$ cat config.mk
export PLATFORM = sky130hd
export DESIGN_NAME = tagged_multi_queue_ticket_fifo
export DESIGN_NICKNAME = d
export VERILOG_FILES = /design/src/rtl/tmqtf_pkg.sv /design/src/rtl/tmqtf_slot_ram.sv /design/src/rtl/tagged_multi_queue_ticket_fifo.sv
export SDC_FILE = /design/constraint.sdc
export NUM_CORES = 1
export LEC_CHECK = 0
export BUFFER_PORTS_ARGS = -buffer_cell sky130_fd_sc_hd__buf_2
export CAP_MARGIN = 30
export CORE_AREA = 3 3 211 213
export DETAILED_ROUTE_END_ITERATION = 10
export DIE_AREA = 0 0 214 216
export GPL_TIMING_DRIVEN = 0
export PLACE_DENSITY = 0.68
export SLEW_MARGIN = 20
export SYNTH_ARGS = -nofsm -noshare
export SYNTH_HDL_FRONTEND = slang
export SYNTH_SLANG_ARGS = --single-unit
$ cat constraint.sdc
create_clock -name clock -period 6.7 [get_ports clock]
set_clock_uncertainty 0.2 [all_clocks]
set_input_delay 1.34 -clock clock [delete_from_list [all_inputs] [get_ports clock]]
set_output_delay 1.34 -clock clock [all_outputs]
set_load 0.05 [all_outputs]
$ cat src/rtl/tmqtf_pkg.sv
package tmqtf_pkg;

   localparam int QUEUES_DEF = 4;
   localparam int DEPTH_DEF  = 3;

   localparam int SEL_W    = 2;
   localparam int ACTION_W = 2;
   localparam int TICKET_W = 16;
   localparam int DISH_W   = 8;

   localparam logic [TICKET_W-1:0] TICKET_START = TICKET_W'(1);

   typedef enum logic [ACTION_W-1:0] {
      ACT_ENQ     = 2'd0,
      ACT_DEQ     = 2'd1,
      ACT_RESTART = 2'd2
   } action_type;

   typedef enum logic [1:0] {
      ST_IDLE = 2'b01,
      ST_EVAL = 2'b10
   } state_type;

   typedef struct packed {
      logic [TICKET_W-1:0] ticket;
      logic [DISH_W-1:0]   dish;
   } slot_type;

endpackage

$ cat src/rtl/tmqtf_slot_ram.sv
module tmqtf_slot_ram #(
   parameter int ENTRIES = tmqtf_pkg::QUEUES_DEF * (tmqtf_pkg::DEPTH_DEF + 1),
   parameter int AW      = $clog2(ENTRIES)
) (
   input  logic                clock,
   input  logic                wr_en,
   input  logic [AW-1:0]       wr_addr,
   input  tmqtf_pkg::slot_type wr_data,
   input  logic                rd_en,
   input  logic [AW-1:0]       rd_addr,
   output tmqtf_pkg::slot_type rd_data
);

   tmqtf_pkg::slot_type slot_mem_ff [ENTRIES];
   tmqtf_pkg::slot_type rd_data_ff;

   always_ff @(posedge clock) begin
      if (wr_en) begin
         slot_mem_ff[wr_addr] <= wr_data;
      end
   end

   always_ff @(posedge clock) begin
      if (rd_en) begin
         rd_data_ff <= slot_mem_ff[rd_addr];
      end
   end

   assign rd_data = rd_data_ff;

endmodule

$ cat src/rtl/tagged_multi_queue_ticket_fifo.sv
// Ticket FIFO with QUEUES circular queues of DEPTH usable slots each and one
// shared 16-bit ticket counter (starts at 1, wraps). Every request beat gives
// exactly one response beat. The head slot of the selected queue is read from
// the slot memory in the accept cycle; the evaluation state then evaluates,
// updates pointers and counter, writes the slot memory and loads the response
// register, waiting while an unread response is still held. That register
// frees the response side, so a new request is taken as soon as the evaluation
// has left its result, and not while an earlier one is still being evaluated.
// Out-of-range queue selects and unused action codes return all zero.
module tagged_multi_queue_ticket_fifo #(
   parameter int QUEUES = tmqtf_pkg::QUEUES_DEF,
   parameter int DEPTH  = tmqtf_pkg::DEPTH_DEF
) (
   input  logic                             clock,
   input  logic                             reset,
   input  logic                             req_valid,
   output logic                             req_ready,
   input  logic [tmqtf_pkg::ACTION_W-1:0]   req_action,
   input  logic [tmqtf_pkg::SEL_W-1:0]      req_queue_sel,
   input  logic [tmqtf_pkg::TICKET_W-1:0]   req_expected_ticket,
   input  logic [tmqtf_pkg::DISH_W-1:0]     req_dish_code,
   output logic                             rsp_valid,
   input  logic                             rsp_ready,
   output logic                             rsp_accepted,
   output logic [tmqtf_pkg::TICKET_W-1:0]   rsp_ticket_number,
   output logic [tmqtf_pkg::DISH_W-1:0]     rsp_dish_out
);

   localparam int SLOTS   = DEPTH + 1;
   localparam int PW      = $clog2(SLOTS);
   localparam int QIW     = (QUEUES > 1) ? $clog2(QUEUES) : 1;
   localparam int ENTRIES = QUEUES * SLOTS;
   localparam int AW      = $clog2(ENTRIES);
   localparam int XW      = tmqtf_pkg::SEL_W + QIW;
   localparam int TW      = tmqtf_pkg::TICKET_W;
   localparam int DW      = tmqtf_pkg::DISH_W;

   tmqtf_pkg::state_type  state_ff, state_in;
   tmqtf_pkg::action_type item_action_ff;
   logic [QIW-1:0]        item_idx_ff;
   logic                  item_qok_ff;
   logic [TW-1:0]         item_expected_ff;
   logic [DW-1:0]         item_dish_ff;

   logic [PW-1:0] head_ff [QUEUES];
   logic [PW-1:0] tail_ff [QUEUES];
   logic [TW-1:0] next_ticket_ff, next_ticket_in;

   logic          rsp_valid_ff, rsp_valid_in;
   logic          rsp_accepted_ff;
   logic [TW-1:0] rsp_ticket_ff;
   logic [DW-1:0] rsp_dish_ff;

   logic [XW-1:0]  sel_wide;
   logic [QIW-1:0] req_idx;
   logic           req_qok;
   logic           req_fire;

   logic [PW-1:0] cur_head, cur_tail, head_adv, tail_adv;
   logic          fire, res_acc, upd_head, upd_tail;
   logic [TW-1:0] res_ticket;
   logic [DW-1:0] res_dish;

   logic                wr_en, rd_en;
   logic [AW-1:0]       wr_addr, rd_addr;
   tmqtf_pkg::slot_type wr_data, rd_data;

   assign sel_wide = XW'(req_queue_sel);
   assign req_idx  = sel_wide[QIW-1:0];
   assign req_qok  = sel_wide < XW'(QUEUES);

   assign req_ready = (state_ff == tmqtf_pkg::ST_IDLE);
   assign req_fire  = req_valid && req_ready;

   assign rd_en   = req_fire && req_qok;
   assign rd_addr = AW'(req_idx) * AW'(SLOTS) + AW'(req_qok ? head_ff[req_idx] : '0);

   assign cur_head = item_qok_ff ? head_ff[item_idx_ff] : '0;
   assign cur_tail = item_qok_ff ? tail_ff[item_idx_ff] : '0;
   assign head_adv = (cur_head == PW'(DEPTH)) ? '0 : cur_head + PW'(1);
   assign tail_adv = (cur_tail == PW'(DEPTH)) ? '0 : cur_tail + PW'(1);

   assign fire = (state_ff == tmqtf_pkg::ST_EVAL) && (!rsp_valid_ff || rsp_ready);

   always_comb begin
      res_acc        = 1'b0;
      res_ticket     = '0;
      res_dish       = '0;
      upd_head       = 1'b0;
      upd_tail       = 1'b0;
      next_ticket_in = next_ticket_ff;
      unique case (item_action_ff)
         tmqtf_pkg::ACT_ENQ: begin
            if (item_qok_ff && (tail_adv != cur_head)) begin
               res_acc        = 1'b1;
               res_ticket     = next_ticket_ff;
               upd_tail       = 1'b1;
               next_ticket_in = next_ticket_ff + TW'(1);
            end
         end
         tmqtf_pkg::ACT_DEQ: begin
            if (item_qok_ff && (cur_head != cur_tail)
                && (rd_data.ticket == item_expected_ff)) begin
               res_acc    = 1'b1;
               res_ticket = rd_data.ticket;
               res_dish   = rd_data.dish;
               upd_head   = 1'b1;
            end
         end
         tmqtf_pkg::ACT_RESTART: begin
            next_ticket_in = tmqtf_pkg::TICKET_START;
         end
         default: begin
         end
      endcase
   end

   assign wr_en          = fire && upd_tail;
   assign wr_addr        = AW'(item_idx_ff) * AW'(SLOTS) + AW'(cur_tail);
   assign wr_data.ticket = next_ticket_ff;
   assign wr_data.dish   = item_dish_ff;

   always_comb begin
      state_in = state_ff;
      unique case (state_ff)
         tmqtf_pkg::ST_IDLE: begin
            if (req_valid) begin
               state_in = tmqtf_pkg::ST_EVAL;
            end
         end
         tmqtf_pkg::ST_EVAL: begin
            if (fire) begin
               state_in = tmqtf_pkg::ST_IDLE;
            end
         end
         default: state_in = tmqtf_pkg::ST_IDLE;
      endcase
   end

   always_comb begin
      rsp_valid_in = rsp_valid_ff;
      if (fire) begin
         rsp_valid_in = 1'b1;
      end else if (rsp_ready) begin
         rsp_valid_in = 1'b0;
      end
   end

   always_ff @(posedge clock) begin
      if (reset) begin
         state_ff       <= tmqtf_pkg::ST_IDLE;
         rsp_valid_ff   <= 1'b0;
         next_ticket_ff <= tmqtf_pkg::TICKET_START;
         for (int i = 0; i < QUEUES; i++) begin
            head_ff[i] <= '0;
            tail_ff[i] <= '0;
         end
      end else begin
         state_ff     <= state_in;
         rsp_valid_ff <= rsp_valid_in;
         if (fire) begin
            next_ticket_ff <= next_ticket_in;
            if (upd_head) begin
               head_ff[item_idx_ff] <= head_adv;
            end
            if (upd_tail) begin
               tail_ff[item_idx_ff] <= tail_adv;
            end
         end
      end
   end

   always_ff @(posedge clock) begin
      if (req_fire) begin
         item_action_ff   <= tmqtf_pkg::action_type'(req_action);
         item_idx_ff      <= req_idx;
         item_qok_ff      <= req_qok;
         item_expected_ff <= req_expected_ticket;
         item_dish_ff     <= req_dish_code;
      end
      if (fire) begin
         rsp_accepted_ff <= res_acc;
         rsp_ticket_ff   <= res_ticket;
         rsp_dish_ff     <= res_dish;
      end
   end

   tmqtf_slot_ram #(
      .ENTRIES (ENTRIES),
      .AW      (AW)
   ) u_slot_ram (
      .clock   (clock),
      .wr_en   (wr_en),
      .wr_addr (wr_addr),
      .wr_data (wr_data),
      .rd_en   (rd_en),
      .rd_addr (rd_addr),
      .rd_data (rd_data)
   );

   assign rsp_valid         = rsp_valid_ff;
   assign rsp_accepted      = rsp_accepted_ff;
   assign rsp_ticket_number = rsp_ticket_ff;
   assign rsp_dish_out      = rsp_dish_ff;

`ifndef NO_ASSERTIONS
   a_accept_to_eval: assert property (@(posedge clock) disable iff (reset)
      req_fire |=> (state_ff == tmqtf_pkg::ST_EVAL))
      else $error("accepted beat did not enter evaluation");

   a_ticket_hold: assert property (@(posedge clock) disable iff (reset)
      !fire |=> $stable(next_ticket_ff))
      else $error("ticket counter moved without an evaluation");

   a_no_write_on_read: assert property (@(posedge clock) disable iff (reset)
      !(wr_en && rd_en))
      else $error("slot memory written and read in the same cycle");

   a_ptr_range: assert property (@(posedge clock) disable iff (reset)
      (state_ff == tmqtf_pkg::ST_EVAL) |->
         (cur_head <= PW'(DEPTH)) && (cur_tail <= PW'(DEPTH)))
      else $error("queue pointer beyond last slot");
`endif

endmodule

Yosys cells after proc, flatten, opt, wreduce, memory -nomap -nowiden:

Memory sizes are Yosys's and may differ from the RTL's. A register that Yosys moved wholly into a read port is not among the register bits.
Index checks and enable logic that the tools add are counted.

* register bits: 73
* latch bits: 0
* bits in writable memories: 400
* ROM bits: 0
* input bits: 32
* output and inout port bits: 27
* word-level logic and storage cells: 89
* memories: 3

Memory list
* u_slot_ram.slot_mem_ff: words 16, width 24, read ports 1, clocked after memory_dff 1, write ports 1, line tmqtf_slot_ram.sv:14 `tmqtf_pkg::slot_type slot_mem_ff [ENTRIES];`
* head_ff: words 4, width 2, read ports 2, clocked after memory_dff 1, write ports 4, line tagged_multi_queue_ticket_fifo.sv:45 `logic [PW-1:0] head_ff [QUEUES];`
* tail_ff: words 4, width 2, read ports 1, clocked after memory_dff 1, write ports 4, line tagged_multi_queue_ticket_fifo.sv:46 `logic [PW-1:0] tail_ff [QUEUES];`

* add/subtract/negate cells: 5
* multiply operators: 0
* divide/modulo/power cells: 0
* order comparisons: 1
* equality and inequality tests: 12
* shifts and indexed selects: 0
* mux-type cells: 40
* bitwise operators: 0
* reduce and logical (&&, ||, !) cells: 17

Operators by type and width (count)
* case mux 16 bit (2 select lines): 2
* two-way mux 16 bit: 3
* two-way mux 2 bit: 13
* two-way mux 1 bit: 20
* adder 16 x 1 -> 16 bit (second input constant): 1
* == test 16 bit: 1
* adder 4 x 2 -> 4 bit: 2
* == test 2 bit (second input constant): 4
* logical AND 1 bit: 7
* != test 2 bit (second input constant): 3
* adder 2 x 1 -> 2 bit (second input constant): 2
* == test 2 x 1 -> 1 bit (second input constant): 2
* != test 2 bit: 2
* case mux 2 bit (2 select lines): 1
* AND reduction 2 bit: 2
* nonzero test 2 bit: 2
* OR reduction 2 bit: 2
* less-than comparator 2 x 3 -> 1 bit (second input constant): 1
* AND reduction 3 bit: 1
* logical NOT 2 bit: 1
* case mux 1 bit (2 select lines): 1
* logical NOT 1 bit: 1
* logical OR 1 bit: 1

Longest topological paths before layout:

* depth after elaboration: 13
* depth in mapped cells: 10
* mapped depth without buffers: 9

By module:

A second synthesis with hierarchy kept.

* cells, all modules: 966
* area total of the unflattened synthesis: 19408.6 um2

By module, submodules not included
* tmqtf_slot_ram: times used 1, cells an instance 636, area each 15170.8 um2, seq. area each 12251.8 um2
* tagged_multi_queue_ticket_fifo: times used 1, cells an instance 330, area each 4237.8 um2, seq. area each 2492.4 um2

Least setup slack after synthesis:

Ideal clock, no wire load.

* path type: in2reg
* start: input port rsp_ready
* end: memory u_slot_ram.slot_mem_ff[15][0] (netlist bit), enable pin
* library setup time: 0.383 ns
* data arrival time: 3.684 ns
* required time: 6.117 ns
* setup slack: 2.433 ns
* stages on the path: 4
* path buffers: 0
* path through: nor2b_1 > nor2_1 > and3_1 > and3_1

* cells in the longest elaborated chain, start to end: 5

RTL lines
* start: declaration: line tagged_multi_queue_ticket_fifo.sv:23 `input logic rsp_ready,`
* logical OR 1 bit: line tagged_multi_queue_ticket_fifo.sv:83 `assign fire = (state_ff == tmqtf_pkg::ST_EVAL) && (!rsp_valid_ff || rsp_ready);`
* logical AND 1 bit: line tagged_multi_queue_ticket_fifo.sv:83
* net fire: line tagged_multi_queue_ticket_fifo.sv:60 `logic fire, res_acc, upd_head, upd_tail;`
* logical AND 1 bit: line tagged_multi_queue_ticket_fifo.sv:118 `assign wr_en = fire && upd_tail;`
* two-way mux 1 bit: line tmqtf_slot_ram.sv:18 `if (wr_en) begin`
* two-way mux 1 bit (implied by the code): line tmqtf_slot_ram.sv:19 `slot_mem_ff[wr_addr] <= wr_data;`
* end: declaration: line tmqtf_slot_ram.sv:14

The timed path passes the listed nets, and every way through them passes these cells.

Worst setup path after layout:

* start: input port req_queue_sel[1] (netlist bit)
* end: register u_slot_ram.rd_data[10] (netlist name)

* cells in the longest elaborated chain, start to end: 3
* elaborated cells between the ends (all ways): 5
* those cells by class: add/sub: 1; order compare: 1; mux: 1; reduce/logical: 1; memory: 1

RTL lines
* start: declaration: line tagged_multi_queue_ticket_fifo.sv:19 `input logic [tmqtf_pkg::SEL_W-1:0] req_queue_sel,`
* less-than comparator 2 x 3 -> 1 bit / memory read (4 x 2 bit) (equally long branches)
* two-way mux 2 bit: line tagged_multi_queue_ticket_fifo.sv:76 `assign rd_addr = AW'(req_idx) * AW'(SLOTS) + AW'(req_qok ? head_ff[req_idx] : '0);`
* adder 4 x 2 -> 4 bit: line tagged_multi_queue_ticket_fifo.sv:76

Parallel ways exist; a longest one is shown, timed or not.
A chain may end at the register's enable or synchronous reset.

==> qor.txt <==
Core box area: 42900 sq um
Actual slew at the worst max-slew pin: 942 ps
Num Clock Sinks: 498
Main synth FF type: edfxtp_1
WL/cell: 24.9 microns
Syn Nets: 1128
Largest net degree at the start of global routing: 37
Synthesized area: 19100 sq um
RSZ-0062 raised after global routing: no
CTS Buf Count: 48
Vias: 10.7k
Synthesized instance count: 1090
Register area share after synthesis: 77.1%
Cell variety after synth: 54
Worst IR Drop VDD: 0.183 mV
GP Congestion: 0.870
CP Class: in -> reg
Clock-pin slew on the worst setup and hold paths: 60 ps
GR Overflow Total: 0
Postcts setup bufs: 0
Period utilisation layout: 64.0%
Chip width: 214 microns
CTS tree: yes
Post-route ant nets: 0
Max_cap viols: 0
Status: complete, no violations
Initial antenna violation count: 0
CP Launch Type: input pin
#FFs+latches synth: 498
DRC Markers: 0
Share of layout cells above drive strength 1: 20.1%
Routed wire length: 45800 microns
Slew HR: 37.1%
H-tree levels: 2
Most frequent cells in the layout: edfxtp_1, o22ai_1, buf_2, nand2_1, clkbuf_16
Initial DRC Count: 1161
Area Overhead vs Synth: 15.7%
Critical Path AT: 4320 ps
PwrDens: 289 nW/um^2
Hold path cells: 2
Yosys warnings: 0
Clock Latency Late Sink: 570 ps
R2R cell count: 9
Die Ht: 216 microns
First-pass GRT wire length: 68400 microns
CTS Hold Bufs: 0
Initial Utilization: 44.6%
Hold Path Class: reg -> reg
Hold WS: 316 ps
Buffers on Ports: 58
CP max FO: 10
CTS root buf: clkbuf_16
Vias per cell: 5.85
Hold Vio Cnt, Final: 0
Post-synth EDFFs: 477
Post-Syn Area per Cell: 17.5 sq um
Setup TNS: 0 ps
I/O pin count: 59
P_leak: 0.00726 uW
Worst Setup End Kind: flop
Vias in the first global route: 10.9k
Clock Path Buffers: 3
Final Max Tran Viols: 0
GRT Total Usage: 19.8%
Max Clk Rate: 0.233 GHz
Diodes inserted: 0
Die area: 46200 sq um
Post-synth ARST share: 0%
Final setup viols: 0
Post-DP HPWL: 29900 microns
Clock period minus worst slack: 4290 ps
Commonest non-fill, non-tap cell in the layout: edfxtp_1
Row count: 76
TritonRoute pass-1 iters: 6
Post-CTS resize count: 0
Final nets: 1252
Worst EP required: 6730 ps
==> metrics by stage <==
stage	worst slack [ps]	std cells	utilization, %	instance area, sq um	power, uW
floorplan	2430	1090	-	19100	3710
global placement	484	1733	47.0	20100	3820
finish	2410	1836	51.6	22100	6390
CTS	2460	1836	51.6	22100	6420
detailed placement	1880	1749	48.0	20600	3830
global route	2330	1836	51.6	22100	6580
==> metal layers <==
metal | up-vias | part of all wire, % | GRT usage [%]
li1 | 4683 | - | -
met1 | 5379 | 41 | 27.1
met2 | 549 | 45 | 30.7
met3 | 121 | 8.9 | 4.18
met4 | 0 | 5.0 | 9.62
met5 | - | 0 | 0
==> synth_stat cells (all sizes together), types with 5 or more instances <==
master	instances	share of area [%]
nor2b	8	0.26
mux4	37	4.4
and2	13	0.43
clkbuf	29	0.57
o22ai	96	3.1
nor3b	6	0.24
xnor2	10	0.50
a21oi	12	0.31
a32oi	14	0.64
dfxtp	21	2.2
a31oi	11	0.36
o21ai	44	1.2
mux2i	22	1.2
buf	28	0.85
and3	24	0.79
nand2b	5	0.16
nand3	15	0.39
xor2	10	0.46
nand3b	7	0.27
nor2	18	0.35
ha	6	0.39
edfxtp	477	75
nand2	64	1.3
inv	12	0.24
a22o	16	0.73
nor3	11	0.29
or4	25	0.98
mux2	20	1.2
==> power by group <==
| part | internal, uW | switching [uW] | leakage, uW |
|---|---|---|---|
| clock network | 1520 | 1100 | 0.000744 |
| registers | 3420 | 33.3 | 0.00454 |
| logic | 113 | 193 | 0.00197 |
==> cell families after synthesis <==
family	count (synthesis)	share of synthesized area, %
adder cells (fa/ha/maj)	6	0.393
buffers and inverters	69	1.66
AND/OR/NAND/NOR	216	6.22
AO/OA/AOI/OAI	202	6.87
flip-flops	498	77.1
XOR/XNOR	20	0.956
multiplexers	79	6.77
==> worst max-delay path, stage by stage <==
cell      delay [ps]
buf_2            150
buf_4            180
buf_4            170
buf_6            150
mux2i_1          710
clkbuf_1         620
mux4_2           420
mux2_2           270
nand2_1          100
o21ai_0          200
==> layout make-up <==
cell class              count  area [sq um]
fillers                  3403         20800
plain buffers              57           272
flip-flops and latches    498         14700
inverters                  12          47.5
clock buffers              62          1300
multi-input cells         523          4080
clock inverters            25           234
repair buffers             74           701
well taps                 585           732
==> sequential cells by signal, indices dropped and copies added (netlist names), 8 cells and up, named ones only <==
register / cells
item_expected_ff: 16
u_slot_ram.slot_mem_ff: 384
head_ff: 8
rsp_dish_out: 8
rsp_ticket_number: 16
tail_ff: 8
u_slot_ram.rd_data: 24
item_dish_ff: 8
next_ticket_ff: 16
==> final timing paths <==
| path | from | to | slack (ps) |
|---|---|---|---|
| max | req_queue_sel[1] | u_slot_ram.rd_data[10] | 2410 |
| min reg2reg | rsp_valid | rsp_valid | 320 |
| min | rsp_valid | rsp_valid | 320 |
| max reg2reg | flop | u_slot_ram.slot_mem_ff[1][23] | 2780 |
Power figures use the tool's default switching activity.
